**src/rtl/psdn_pkg.sv**
```systemverilog
// ----------------------------------------------------------------------------
// psdn_pkg: shared types and constants for the point store
// Field widths, operation codes, controller states and the command and
// status bundles that join the controller to the datapath.
// ----------------------------------------------------------------------------
package psdn_pkg;

  localparam int FUNC_W     = 2;
  localparam int COORD_BITS = 24;
  localparam int DIFF_W     = COORD_BITS + 1;
  localparam int SQ_W       = 2 * COORD_BITS;
  localparam int DIST_W     = SQ_W + 1;
  localparam int LAYER_W    = 8;
  localparam int IDX_W      = 10;
  localparam int EPS_W      = 23;

  localparam logic [EPS_W-1:0] EPS_RESET = EPS_W'(16);
  localparam int DEF_MAX_POINTS = 1023;

  typedef enum logic [FUNC_W-1:0] {
    FUNC_INSERT  = 2'd0,
    FUNC_FIND    = 2'd1,
    FUNC_NEAREST = 2'd2,
    FUNC_REMOVE  = 2'd3
  } func_t;

  typedef enum logic [2:0] {
    ST_IDLE,
    ST_DISPATCH,
    ST_SCAN,
    ST_DRAIN,
    ST_COMMIT
  } state_t;

  typedef struct packed {
    logic load;    // latch the operands and restart the scan
    logic issue;   // read the next table entry
    logic commit;  // update the table and load the result register
  } ctrl_cmd_t;

  typedef struct packed {
    func_t op;
    logic  count_zero;
    logic  scan_last;
    logic  pipe_busy;
  } ctrl_status_t;

endpackage

```
**src/rtl/psdn_ctrl.sv**
```systemverilog
// ----------------------------------------------------------------------------
// psdn_ctrl: operation sequencer
// Accepts one operation, scans the table and drains the pipeline (a remove
// skips both, an empty table the scan) and commits the result to the output.
// ----------------------------------------------------------------------------
module psdn_ctrl
  import psdn_pkg::*;
(
  input  logic         clk,
  input  logic         rst,
  input  logic         in_valid,
  output logic         in_ready,
  output logic         out_valid,
  input  logic         out_ready,
  output ctrl_cmd_t    cmd,
  input  ctrl_status_t status
);

  state_t state;
  state_t state_next;
  logic   out_free;

  assign out_free = !out_valid || out_ready;

  always_ff @(posedge clk) begin
    if (rst) begin
      state     <= ST_IDLE;
      out_valid <= 1'b0;
    end else begin
      state <= state_next;
      if (cmd.commit) begin
        out_valid <= 1'b1;
      end else if (out_ready) begin
        out_valid <= 1'b0;
      end
    end
  end

  always_comb begin
    state_next = state;
    case (state)
      ST_IDLE: begin
        if (in_valid) state_next = ST_DISPATCH;
      end
      ST_DISPATCH: begin
        if (status.op == FUNC_REMOVE) begin
          state_next = ST_COMMIT;
        end else if (status.count_zero) begin
          state_next = ST_DRAIN;
        end else begin
          state_next = ST_SCAN;
        end
      end
      ST_SCAN: begin
        if (status.scan_last) state_next = ST_DRAIN;
      end
      ST_DRAIN: begin
        if (!status.pipe_busy) state_next = ST_COMMIT;
      end
      ST_COMMIT: begin
        if (out_free) state_next = ST_IDLE;
      end
      default: state_next = ST_IDLE;
    endcase
  end

  always_comb begin
    in_ready   = (state == ST_IDLE);
    cmd.load   = (state == ST_IDLE) && in_valid;
    cmd.issue  = (state == ST_SCAN);
    cmd.commit = (state == ST_COMMIT) && out_free;
  end

endmodule

```
**config.mk**
```make
export PLATFORM = sky130hd
export DESIGN_NAME = psdn_ctrl
export DESIGN_NICKNAME = d
export VERILOG_FILES = /design/src/rtl/psdn_pkg.sv /design/src/rtl/psdn_ctrl.sv
export SDC_FILE = /design/constraint.sdc
export NUM_CORES = 1
export LEC_CHECK = 0
export BUFFER_PORTS_ARGS = -buffer_cell sky130_fd_sc_hd__clkbuf_2
export CORE_AREA = 4 4 41 43
export DETAILED_ROUTE_END_ITERATION = 10
export DIE_AREA = 0 0 45 47
export SYNTH_ARGS = -nofsm -noshare
export SYNTH_HDL_FRONTEND = slang
export SYNTH_SLANG_ARGS = --single-unit
```
**constraint.sdc**
```tcl
create_clock -name clk -period 1.31 [get_ports clk]
set_input_delay 0.0655 -clock clk [delete_from_list [all_inputs] [get_ports clk]]
set_output_delay 0.0655 -clock clk [all_outputs]
set_load 0.03 [all_outputs]
```
==> summary.md <==
| Metric | Value |
|---|---|
| Status | `finished clean` |
| Syn-to-layout area delta | `42.49%` |
| Max Fanout on Critical Path | `7` |
| Hold path startpoint | `rst` |
| Area of the multi-input gates | `151.4 sq um` |
| Clk slew on worst S/H paths | `40 ps` |
| CTS tree | `done` |
| Via density | `4.464` |
| Min-delay worst type | `in2reg` |
| FF-to-FF path depth | `3` |
| Synth unique cells | `21` |
| First-pass GRT wire length | `966 um` |
| Data arrival, critical path | `1150 ps` |
| Starting Density | `0.1856` |
| Share of cells above drive strength 1 | `0.5854` |
| Core area | `1301 sq um` |
| Type of origin of the critical path | `register` |
| Number of port buffers | `13` |
| # rows | `13` |
| Setup CP Type | `reg2out` |
| Max VDD drop | `0.3347 mV` |
| Yosys reg bits | `4` |
| Post-Route WL | `579 um` |
| GRT busiest layer | `met2` |
| R2r endpoint | `state[0]` |
| Rel. slew slack | `0.8200` |
| Met1 GRT Util | `0.07062` |
| DIE AREA | `2115 sq um` |
| # clock sinks | `4` |
| Drt pass-1 iters | `1` |
| Met3 usage | `0` |
| Worst path slowest cell | `dfxtp_1` |
| Register area share after synthesis | `0.3316` |
| Max Freq | `822.6 MHz` |
| Placer Congestion | `0.6993` |
| Detailed placement HPWL | `456.8 um` |
| Number of fill cells | `150` |
| Grt ovf | `0` |
| Met2 usage | `0.09887` |
| Cell count after synthesis | `26` |
| Post-route ant nets | `0` |
| CP peak stage delay | `370 ps` |
| Static leakage | `0.1455 nW` |
| Worst EP required | `1240 ps` |
| Crit. End Element | `primary output` |
| Register area | `82.58 sq um` |
| Mapped Avg Cell Area | `9.288 sq um` |
| PD cells | `1248 nW/um^2` |
| Worst slew pin tran | `268.4 ps` |
| Synth Cell Area | `241.5 sq um` |
| Pin count of the biggest net entering global routing | `11` |
| Hold Crit Endpoint | `state[1]` |
| Syn_nets | `35` |
| Clock Latency Late Sink | `230 ps` |
| Initial antenna violation count | `0` |
| CP Cell Sequence | `nor3_2 > and2_1 > clkbuf_2` |
| Die width | `45 um` |
| Final setup fails | `0` |
| Synthesis Warnings | `0` |
| Max Cap Viol | `0` |
| Tcrit/Tclk final | `0.9280` |
| Reg2reg start | `state[1]` |
| Number of buffers created by CTS | `3` |
| DRC Markers | `0` |
| Vias | `250` |
| Wirelength per Cell | `10.34 um` |
| Period minus WS final | `1216 ps` |
| Total power | `0.4293 mW` |
| DR iter-0 viols | `0` |
| Ant. Diodes | `0` |
| GR Util All Layers | `0.06403` |
| Fin. Hold Viols | `0` |
| # IOs | `14` |
| Number of global-route vias before repair | `254` |
| Fin Setup TNS | `0 ps` |
| Skew final | `2.526 ps` |
| Die H | `47 um` |
| CTS max path bufs | `2` |
| Clk Tree Root Cell | `clkbuf_4` |
| Hold Path Depth | `2` |
| RSZ-0062 raised after global routing | `false` |
| Slew Limit Fails | `0` |
| H-tree depth | `1` |
| R2R Setup Slk | `290 ps` |
| NumNets Final | `52` |
==> critical path, delay by kind of cell (launching register included) <==
family	cells	cell delay, ps
buffers and inverters	1	200
flip-flops	1	370
AND/OR/NAND/NOR	2	350
==> metrics by stage <==
step	hold slack (ps)	setup slack (ps)	area, sq um	util	cells
finish	81.29	94.33	344.1	0.2644	56
global route	89.13	0.8687	344.1	0.2644	56
CTS	79.25	28.50	341.6	0.2625	56
detailed placement	327.4	182.9	319.1	0.2452	53
global placement	324.8	233.2	319.1	0.2452	53
floorplan	134.6	31.28	246.5	-	26
==> layout by cell type, fill, tap and decap left out <==
master	n
clkbuf_4	3
a211oi_1	2
inv_2	1
or3_1	1
a21oi_1	1
mux2_2	1
dfxtp_2	2
o32ai_2	1
a2111oi_2	1
nor3_2	1
nor2b_1	1
nor2_1	1
nor2b_2	1
nand2_1	2
dfxtp_1	2
and3_1	1
clkbuf_2	13
and2_1	1
nand2b_1	1
o21ai_0	1
nor3b_1	1
nand3b_1	1
a22oi_1	1
==> registers in the layout (all words and copies together), names as in the netlist <==
signal	cells
state	3
out_valid	1
==> worst max-delay path by stage <==
stage	startpoint	end	cells after the start
4_1_cts	state[1]	cmd[0]	3
3_5_place_dp	state[1]	state[0]	2
2_1_floorplan	state[2]	cmd[2]	2
6_report	state[2]	cmd[2]	3
3_3_place_gp	state[1]	state[0]	2
5_1_grt	state[2]	cmd[2]	3
==> cells in the mapped netlist <==
| cell type | instances | area, sq um |
|---|---|---|
| dfxtp_1 | 4 | 80.08 |
| a211oi_1 | 2 | 15.01 |
| nand2_1 | 2 | 7.510 |
| a2111oi_2 | 1 | 15.01 |
| a21oi_1 | 1 | 5.000 |
| a22oi_1 | 1 | 7.510 |
| and2_1 | 1 | 6.260 |
| and3_1 | 1 | 6.260 |
| buf_6 | 1 | 11.26 |
| inv_2 | 1 | 3.750 |
| mux2_2 | 1 | 11.26 |
| nand2b_1 | 1 | 6.260 |
| nand3b_1 | 1 | 7.510 |
| nor2_1 | 1 | 3.750 |
| nor2b_1 | 1 | 6.260 |
| nor2b_2 | 1 | 8.760 |
| nor3_1 | 1 | 5.000 |
| nor3b_1 | 1 | 7.510 |
| o21ai_0 | 1 | 5.000 |
| o32ai_2 | 1 | 16.27 |
| or3_1 | 1 | 6.260 |
==> logic make-up (layout without fill, tap and decap cells) <==
family                 count (synthesis)  after routing  synth area share
and+or+nand+nor                       12             12            0.2954
buffers and inverters                  2             17           0.06216
AOI/OAI and AO/OA                      7              7            0.2642
DFF                                    4              4            0.3316
muxes                                  1              1           0.04663
==> what timing repair did <==
item / CTS / global route
buffers inserted: 0 / 0
gates resized for setup: 0 / 2
hold buffers: 0 / 0
endpoints found under the hold margin: 0 / 0
setup endpoints to repair: 0 / 2
==> power by group <==
group	internal (mW)	total [mW]	switching (mW)	leakage [nW]
Sequential	0.135	0.157	0.0226	0.0334
Clock	0.102	0.150	0.0480	0.0138
Combinational	0.0524	0.122	0.0693	0.0983
==> area by class of cell <==
cell class | instances | share of cell area
Multi-Input combinational cell | 20 | 0.4400
Clock buffer | 3 | 0.06545
Timing Repair Buffer | 13 | 0.1891
Inverter | 1 | 0.01091
Sequential cell | 4 | 0.2400
Tap cell | 15 | 0.05455
==> metal layers <==
metal	vias to the layer above	wire length [um]
li1	128	-
met1	117	255
met2	5	299
met3	0	24
met4	0	0
met5	-	0
Power figures use the tool's default switching activity.
